### config.mk
export PLATFORM = sky130hd
export DESIGN_NAME = point_transform_2d_unit
export DESIGN_NICKNAME = d
export VERILOG_FILES = /design/src/sv/pt2d_pkg.sv /design/src/sv/point_transform_2d_unit.sv
export SDC_FILE = /design/constraint.sdc
export NUM_CORES = 2
export LEC_CHECK = 0
export BUFFER_PORTS_ARGS = -buffer_cell sky130_fd_sc_hd__buf_2
export CAP_MARGIN = 30
export CORE_MARGIN = 2
export CORE_UTILIZATION = 61
export DETAILED_ROUTE_END_ITERATION = 16
export GPL_TIMING_DRIVEN = 0
export PLACE_DENSITY = 0.81
export SKIP_LAST_GASP = 1
export SYNTH_ARGS = -nofsm -noshare
export SYNTH_HDL_FRONTEND = slang
export SYNTH_SLANG_ARGS = --single-unit
export TNS_END_PERCENT = 20
### constraint.sdc
create_clock -name clk -period 13.5 [get_ports clk]
set_input_delay 3.375 -clock clk [delete_from_list [all_inputs] [get_ports clk]]
set_output_delay 3.375 -clock clk [all_outputs]
set_load 0.01 [all_outputs]
### src/sv/pt2d_pkg.sv
// shared types, constants and table functions for the 2-d point transform
`default_nettype none

package pt2d_pkg;

  localparam int COORD_BITS          = 16;
  localparam int DEF_TRIG_FRAC_BITS  = 14;
  localparam int MODE_BITS           = 2;
  localparam int SHIFT_BITS          = 16;
  localparam int FACTOR_BITS         = 8;
  localparam int TURN_BITS           = 9;
  localparam int CFG_INDEX_BITS      = 3;
  localparam int CFG_DATA_BITS       = 16;
  localparam int ROM_LAST            = 90;
  localparam int ROM_INDEX_BITS      = 7;

  localparam logic [MODE_BITS-1:0] MODE_TRANSLATE = 2'd0;
  localparam logic [MODE_BITS-1:0] MODE_SCALE     = 2'd1;
  localparam logic [MODE_BITS-1:0] MODE_ROTATE    = 2'd2;

  localparam logic [CFG_INDEX_BITS-1:0] REG_SHIFT_X      = 3'd0;
  localparam logic [CFG_INDEX_BITS-1:0] REG_SHIFT_Y      = 3'd1;
  localparam logic [CFG_INDEX_BITS-1:0] REG_FACTOR_X     = 3'd2;
  localparam logic [CFG_INDEX_BITS-1:0] REG_FACTOR_Y     = 3'd3;
  localparam logic [CFG_INDEX_BITS-1:0] REG_TURN_DEGREES = 3'd4;

  localparam logic [63:0] PI_Q30  = 64'd3373259426;
  localparam logic [63:0] ONE_Q30 = 64'd1 << 30;

  typedef struct packed {
    logic [MODE_BITS-1:0]         mode;
    logic signed [COORD_BITS-1:0] point_x;
    logic signed [COORD_BITS-1:0] point_y;
  } point_t;

  typedef struct packed {
    logic signed [COORD_BITS-1:0] result_x;
    logic signed [COORD_BITS-1:0] result_y;
    logic                         clipped;
  } result_t;

  // sin(k degrees) in q.30 by taylor series, elaboration only
  function automatic logic [63:0] sine_q30(input int unsigned k);
    logic [63:0] x;
    logic [63:0] x2;
    logic [63:0] term;
    logic [63:0] sum;
    x    = (64'(k) * PI_Q30 + 64'd90) / 64'd180;
    x2   = (x * x) >> 30;
    term = x;
    sum  = x;
    term = ((term * x2) >> 30) / 64'd6;
    sum  = (sum >= term) ? sum - term : 64'd0;
    term = ((term * x2) >> 30) / 64'd20;
    sum  = sum + term;
    term = ((term * x2) >> 30) / 64'd42;
    sum  = (sum >= term) ? sum - term : 64'd0;
    term = ((term * x2) >> 30) / 64'd72;
    sum  = sum + term;
    term = ((term * x2) >> 30) / 64'd110;
    sum  = (sum >= term) ? sum - term : 64'd0;
    term = ((term * x2) >> 30) / 64'd156;
    sum  = sum + term;
    term = ((term * x2) >> 30) / 64'd210;
    sum  = (sum >= term) ? sum - term : 64'd0;
    term = ((term * x2) >> 30) / 64'd272;
    sum  = sum + term;
    term = ((term * x2) >> 30) / 64'd342;
    sum  = (sum >= term) ? sum - term : 64'd0;
    if (sum > ONE_Q30) begin
      sum = ONE_Q30;
    end
    return sum;
  endfunction

  // table entry rounded to frac_bits fraction bits
  function automatic logic [31:0] sine_entry(input int unsigned k, input int unsigned frac_bits);
    logic [63:0] s;
    s = sine_q30(k);
    s = (s + (64'd1 << (29 - frac_bits))) >> (30 - frac_bits);
    return s[31:0];
  endfunction

  // angle below 360 to {negate, first-quadrant index}
  function automatic logic [ROM_INDEX_BITS:0] quad_map(input logic [TURN_BITS-1:0] a);
    logic [TURN_BITS-1:0] d;
    logic                 neg;
    if (a <= 9'd90) begin
      d   = a;
      neg = 1'b0;
    end else if (a <= 9'd180) begin
      d   = 9'd180 - a;
      neg = 1'b0;
    end else if (a <= 9'd270) begin
      d   = a - 9'd180;
      neg = 1'b1;
    end else begin
      d   = 9'd360 - a;
      neg = 1'b1;
    end
    return {neg, d[ROM_INDEX_BITS-1:0]};
  endfunction

endpackage

`default_nettype wire

### src/sv/point_transform_2d_unit.sv
// 2-d point transform: translate, scale or rotate one point per clock with saturation
//
// One point is taken every clock unless the result side stalls, and one result
// comes out for each, in order. A point passes three registers: the input register,
// the product register holding the multiplier outputs, and the result register where
// the sum, the rounding of a rotation and the saturation land. When the result side
// stalls the stages fill one by one, so up to three points are held before in_ready
// drops. A write of turn_degrees looks up sine and cosine at once and keeps them in
// registers, so a rotation uses them from the next point on. The user must write
// registers only while no point is in flight; the block does not enforce this.
`default_nettype none

module point_transform_2d_unit #(
  parameter int TRIG_FRAC_BITS = pt2d_pkg::DEF_TRIG_FRAC_BITS
) (
  input  wire logic                                clk,
  input  wire logic                                rst,
  input  wire logic                                in_valid,
  output logic                                     in_ready,
  input  wire pt2d_pkg::point_t                    in_data,
  output logic                                     out_valid,
  input  wire logic                                out_ready,
  output pt2d_pkg::result_t                        out_data,
  input  wire logic                                cfg_valid,
  output logic                                     cfg_ready,
  input  wire logic [pt2d_pkg::CFG_INDEX_BITS-1:0] cfg_index,
  input  wire logic [pt2d_pkg::CFG_DATA_BITS-1:0]  cfg_data
);

  import pt2d_pkg::*;

  localparam int TRIG_BITS = TRIG_FRAC_BITS + 2;
  localparam int PW        = COORD_BITS + TRIG_FRAC_BITS + 2;
  localparam logic signed [PW-1:0] HALF = PW'(1) <<< (TRIG_FRAC_BITS - 1);

  // sine table, first quadrant
  logic [TRIG_FRAC_BITS:0] sine_rom [0:ROM_LAST];

  for (genvar k = 0; k <= ROM_LAST; k++) begin : g_rom
    localparam logic [31:0] ENTRY = sine_entry(k, TRIG_FRAC_BITS);
    assign sine_rom[k] = ENTRY[TRIG_FRAC_BITS:0];
  end

  // configuration
  logic signed [SHIFT_BITS-1:0]  shift_x;
  logic signed [SHIFT_BITS-1:0]  shift_y;
  logic signed [FACTOR_BITS-1:0] factor_x;
  logic signed [FACTOR_BITS-1:0] factor_y;
  logic signed [TRIG_BITS-1:0]   sin_val;
  logic signed [TRIG_BITS-1:0]   cos_val;

  logic [TURN_BITS-1:0]        turn_raw;
  logic [TURN_BITS-1:0]        angle_sin;
  logic [TURN_BITS:0]          angle_cos_wide;
  logic [TURN_BITS-1:0]        angle_cos;
  logic [ROM_INDEX_BITS:0]     map_sin;
  logic [ROM_INDEX_BITS:0]     map_cos;
  logic signed [TRIG_BITS-1:0] mag_sin;
  logic signed [TRIG_BITS-1:0] mag_cos;
  logic signed [TRIG_BITS-1:0] sin_next;
  logic signed [TRIG_BITS-1:0] cos_next;

  assign cfg_ready = 1'b1;

  always_comb begin
    turn_raw       = cfg_data[TURN_BITS-1:0];
    angle_sin      = (turn_raw >= 9'd360) ? turn_raw - 9'd360 : turn_raw;
    angle_cos_wide = {1'b0, angle_sin} + 10'd90;
    angle_cos      = (angle_cos_wide >= 10'd360) ? TURN_BITS'(angle_cos_wide - 10'd360)
                                                 : angle_cos_wide[TURN_BITS-1:0];
    map_sin        = quad_map(angle_sin);
    map_cos        = quad_map(angle_cos);
    mag_sin        = signed'({1'b0, sine_rom[map_sin[ROM_INDEX_BITS-1:0]]});
    mag_cos        = signed'({1'b0, sine_rom[map_cos[ROM_INDEX_BITS-1:0]]});
    sin_next       = map_sin[ROM_INDEX_BITS] ? -mag_sin : mag_sin;
    cos_next       = map_cos[ROM_INDEX_BITS] ? -mag_cos : mag_cos;
  end

  always_ff @(posedge clk) begin
    if (rst) begin
      shift_x  <= '0;
      shift_y  <= '0;
      factor_x <= FACTOR_BITS'(1);
      factor_y <= FACTOR_BITS'(1);
      sin_val  <= '0;
      cos_val  <= TRIG_BITS'(1) << TRIG_FRAC_BITS;
    end else if (cfg_valid && cfg_ready) begin
      case (cfg_index)
        REG_SHIFT_X:      shift_x  <= cfg_data[SHIFT_BITS-1:0];
        REG_SHIFT_Y:      shift_y  <= cfg_data[SHIFT_BITS-1:0];
        REG_FACTOR_X:     factor_x <= cfg_data[FACTOR_BITS-1:0];
        REG_FACTOR_Y:     factor_y <= cfg_data[FACTOR_BITS-1:0];
        REG_TURN_DEGREES: begin
          sin_val <= sin_next;
          cos_val <= cos_next;
        end
        default: ;
      endcase
    end
  end

  // pipeline control
  logic s0_valid;
  logic s1_valid;
  logic s0_ready;
  logic s1_ready;
  logic out_stage_ready;

  assign out_stage_ready = !out_valid || out_ready;
  assign s1_ready        = !s1_valid || out_stage_ready;
  assign s0_ready        = !s0_valid || s1_ready;
  assign in_ready        = s0_ready;

  always_ff @(posedge clk) begin
    if (rst) begin
      s0_valid  <= 1'b0;
      s1_valid  <= 1'b0;
      out_valid <= 1'b0;
    end else begin
      if (s0_ready) begin
        s0_valid <= in_valid;
      end
      if (s1_ready) begin
        s1_valid <= s0_valid;
      end
      if (out_stage_ready) begin
        out_valid <= s1_valid;
      end
    end
  end

  // input register
  point_t s0_point;

  always_ff @(posedge clk) begin
    if (in_valid && s0_ready) begin
      s0_point <= in_data;
    end
  end

  // products
  logic signed [PW-1:0] px;
  logic signed [PW-1:0] py;
  logic signed [PW-1:0] xa_next;
  logic signed [PW-1:0] xb_next;
  logic signed [PW-1:0] ya_next;
  logic signed [PW-1:0] yb_next;
  logic signed [PW-1:0] s1_xa;
  logic signed [PW-1:0] s1_xb;
  logic signed [PW-1:0] s1_ya;
  logic signed [PW-1:0] s1_yb;
  logic                 s1_rotate;

  always_comb begin
    px      = PW'(s0_point.point_x);
    py      = PW'(s0_point.point_y);
    xa_next = px;
    xb_next = '0;
    ya_next = py;
    yb_next = '0;
    case (s0_point.mode)
      MODE_TRANSLATE: begin
        xa_next = px + PW'(shift_x);
        ya_next = py + PW'(shift_y);
      end
      MODE_SCALE: begin
        xa_next = px * PW'(factor_x);
        ya_next = py * PW'(factor_y);
      end
      MODE_ROTATE: begin
        xa_next = px * PW'(cos_val);
        xb_next = -(py * PW'(sin_val));
        ya_next = px * PW'(sin_val);
        yb_next = py * PW'(cos_val);
      end
      default: ;
    endcase
  end

  always_ff @(posedge clk) begin
    if (s0_valid && s1_ready) begin
      s1_xa     <= xa_next;
      s1_xb     <= xb_next;
      s1_ya     <= ya_next;
      s1_yb     <= yb_next;
      s1_rotate <= (s0_point.mode == MODE_ROTATE);
    end
  end

  // sum, round and saturate
  logic signed [PW-1:0]         sum_x;
  logic signed [PW-1:0]         sum_y;
  logic signed [PW-1:0]         val_x;
  logic signed [PW-1:0]         val_y;
  logic                         clip_x;
  logic                         clip_y;
  logic signed [COORD_BITS-1:0] sat_x;
  logic signed [COORD_BITS-1:0] sat_y;
  result_t                      result_next;

  always_comb begin
    sum_x  = s1_xa + s1_xb + (s1_rotate ? HALF : PW'(0));
    sum_y  = s1_ya + s1_yb + (s1_rotate ? HALF : PW'(0));
    val_x  = s1_rotate ? (sum_x >>> TRIG_FRAC_BITS) : sum_x;
    val_y  = s1_rotate ? (sum_y >>> TRIG_FRAC_BITS) : sum_y;
    clip_x = !(&val_x[PW-1:COORD_BITS-1] || ~|val_x[PW-1:COORD_BITS-1]);
    clip_y = !(&val_y[PW-1:COORD_BITS-1] || ~|val_y[PW-1:COORD_BITS-1]);
    if (clip_x) begin
      sat_x = val_x[PW-1] ? {1'b1, {(COORD_BITS-1){1'b0}}} : {1'b0, {(COORD_BITS-1){1'b1}}};
    end else begin
      sat_x = val_x[COORD_BITS-1:0];
    end
    if (clip_y) begin
      sat_y = val_y[PW-1] ? {1'b1, {(COORD_BITS-1){1'b0}}} : {1'b0, {(COORD_BITS-1){1'b1}}};
    end else begin
      sat_y = val_y[COORD_BITS-1:0];
    end
    result_next.result_x = sat_x;
    result_next.result_y = sat_y;
    result_next.clipped  = clip_x | clip_y;
  end

  always_ff @(posedge clk) begin
    if (s1_valid && out_stage_ready) begin
      out_data <= result_next;
    end
  end

endmodule

`default_nettype wire

==> results.ini <==
[route]
drt_iter0_markers=6869
drc_errors=0
routed_wl_um=253000
wire_per_inst_um=26.8
vias_per_cell=6.26
dr.pass1.iters=6
antenna_left=0
vias=59036

[worst_setup_path]
cp_max_fo=15
crit_type=in -> reg
endpoint_kind=flip-flop
cp_data_required_time_ns=13.94
cp.buffers_inverters=6
cp_data_arrival_time_ns=13.28
crit_start=cfg_data[3]
worst_path_max_delay_cell=o21ai_0
startpoint_type=input pin
crit_family=compound AO/OA/AOI/OAI gates
slowest_delay_ns=0.73
r2r-start=py[15]$_DFFE_PP_

[cts]
post-cts-setup-buffer-count=0
htreeDepth=2
clockBufferDepth=3
cts_buffers=35
clkLatencyLatePin_ns=0.65
cts_resized=0
postCtsHoldBufs=0
clkTransAtPathRegs_ns=0.08
root_buffer=clkbuf_16
cts_tree=built
cts.sinks=279

[global_route]
grt_overflow_total=0
grt_max_degree=34
grt_pass1_vias=60892
grt_pass1_wl_um=376000
grt_usage=0.441
antenna_found_initial=40

[synthesis]
syn_inst=7702
synthSimpleGateAreaFrac=0.159
synth_xor_area_frac=0.0401
synth.distinct_cells=103
synth_adder_area_share=0.477
synthMuxAreaShare=0.0110
synth-compound-area-share=0.104
synthFlopType=edfxtp_1
ys_ff_latch=279
synth_nets=9641
avgSynthCellArea_um2=8.98
synthArstFlopShare=0
synth_seq_area_share=0.109
synth_edf_count=196
syn-cell-area_mm2=0.0691
ys_warn_count=0
synth_top_family_by_area=adder cells

[timing]
hold_violations=0
worstMarginPinSlew_ns=1.22
fin_crit_sh=0.951
rsz0062_at_grt=false
finalSetupViolCount=0
timing.final.crit_period_ns=12.84
slew_violations=0
max_freq_mhz=77.9
tns_ns=0
finClkSkew_ns=0.0737
maxSlewHeadroom=0.188

[final_layout]
num-nets-final=9820
area_growth_pct=6.23
layout_commonest_cell=inv_1
drive_above_1_share=0.0407
final_util=0.653
final_cell_mix=inv_1, fa_1, nand2_1
stdcell_count=9435
final_area_mm2=0.0734

[place]
placed_cell_area_mm2=0.0720
io_buffers=89
gp_congestion=1.04
dp.cells=9323
hpwl_um=205000

[power_and_ir_drop]
powerDensity_mw_per_mm2=127
ir_drop_uv=101
power.leakage_nw=32.7

[worst_hold_path]
min-delay-start=shift_y[11]$_SDFFE_PP0P_
hold_path_class=reg -> reg

[floorplan]
dieHeight_um=341
rows=123
ios=94
core_area_mm2=0.112
start_util=0.615
die_area_mm2=0.116
die_w_um=341

[outcome]
outcome=complete, no violations

[flow_run]
cap_violations=0

## synthesized netlist by cell type (all sizes together), types with 16 or more instances
| library cell | n | area [um2] |
|---|---|---|
| nand2b | 117 | 732 |
| xor2 | 60 | 533 |
| and2 | 598 | 3740 |
| mux2i | 17 | 170 |
| a21o | 66 | 495 |
| a211oi | 57 | 428 |
| nand2 | 949 | 3580 |
| o22ai | 17 | 106 |
| nor2b | 24 | 150 |
| o21ai | 192 | 965 |
| a22oi | 24 | 180 |
| nand3 | 79 | 400 |
| or3 | 24 | 150 |
| o21a | 16 | 120 |
| dfxtp | 83 | 1660 |
| clkbuf | 352 | 1320 |
| nor2 | 249 | 945 |
| and3 | 31 | 194 |
| nor3 | 94 | 480 |
| a21boi | 17 | 128 |
| o211ai | 37 | 278 |
| fa | 1257 | 25200 |
| o21bai | 74 | 556 |
| buf | 42 | 213 |
| edfxtp | 196 | 5890 |
| a221oi | 17 | 155 |
| a21oi | 379 | 1920 |
| inv | 1430 | 5370 |
| or2 | 16 | 100 |
| o31ai | 28 | 239 |
| xnor2 | 252 | 2210 |
| mux4 | 20 | 450 |
| a31oi | 31 | 200 |
| ha | 624 | 7810 |
## report_power, final
| group | internal (mW) | switching [mW] | leakage [nW] |
|---|---|---|---|
| sequential | 1.10 | 0.0858 | 2.54 |
| clock | 0.513 | 0.449 | 0.529 |
| combinational | 2.58 | 4.59 | 29.7 |
## per-stage QoR
step	hold WS, ns	total power [mW]	setup slack [ns]
2_1_floorplan	0.441	5.87	3.00
3_3_place_gp	0.456	7.88	0.390
3_5_place_dp	0.462	8.07	0.424
4_1_cts	0.474	9.08	1.01
5_1_grt	0.497	9.93	0.262
6_report	0.476	9.32	0.662
## kinds of logic (layout without fill, tap and decap cells)
logic type               after synthesis  count (layout)
AND/OR/NAND/NOR                     2245            2245
adder cells (fa/ha/maj)             1881            1881
buffers and inverters               1830            2035
AO/OA/AOI/OAI                       1104            1104
XOR/XNOR                             313             313
flip-flops                           279             279
multiplexers                          49              49
other                                  1              29
## worst paths after layout
path,to,slack [ns],depth (start not counted)
setup / recovery,cos_val[9]$_SDFFE_PP0P_,0.66,35
hold / removal,shift_y[11]$_SDFFE_PP0P_,0.48,2
setup reg to reg,s1_xb[31]$_SDFFCE_PN0P_,3.98,24
hold reg to reg,shift_y[11]$_SDFFE_PP0P_,0.48,2
## area by class of cell
class	instances	area, um2
Clock buffer	42	912
Antenna cell	28	70.1
Sequential cell	279	7550
Inverter	1436	5390
Timing Repair Buffer	142	1230
Tap cell	1500	1880
Clock inverter	21	191
Multi-Input combinational cell	5593	54700
Buffer	394	1530
Fill cell	9224	39100
## worst min-delay path, cell delays in order (launching register included)
cell and delay (ns):
dfxtp_1 0.32, nand2_1 0.06, a21oi_1 0.06
## flip-flops by register name, summed over array words and instances, names as in the netlist, 2 cells and up
register,cells
factor_x,8
s0_point,2
factor_y,8
px,16
s1_xb,32
cos_val,16
s1_ya,32
s1_yb,32
py,16
s1_xa,32
shift_y,16
shift_x,16
sin_val,16
out_data,33
## metal layers
layer | GRT usage | part of all wire | wire (um) | vias to the layer above
met5 | 0 | 0.0017 | 420 | -
met4 | 0.326 | 0.096 | 24300 | 34
met3 | 0.143 | 0.13 | 32400 | 1237
met2 | 0.682 | 0.44 | 111000 | 3898
met1 | 0.516 | 0.34 | 84800 | 29170
li1 | - | - | - | 24697
(Power assumes the default switching activity.)
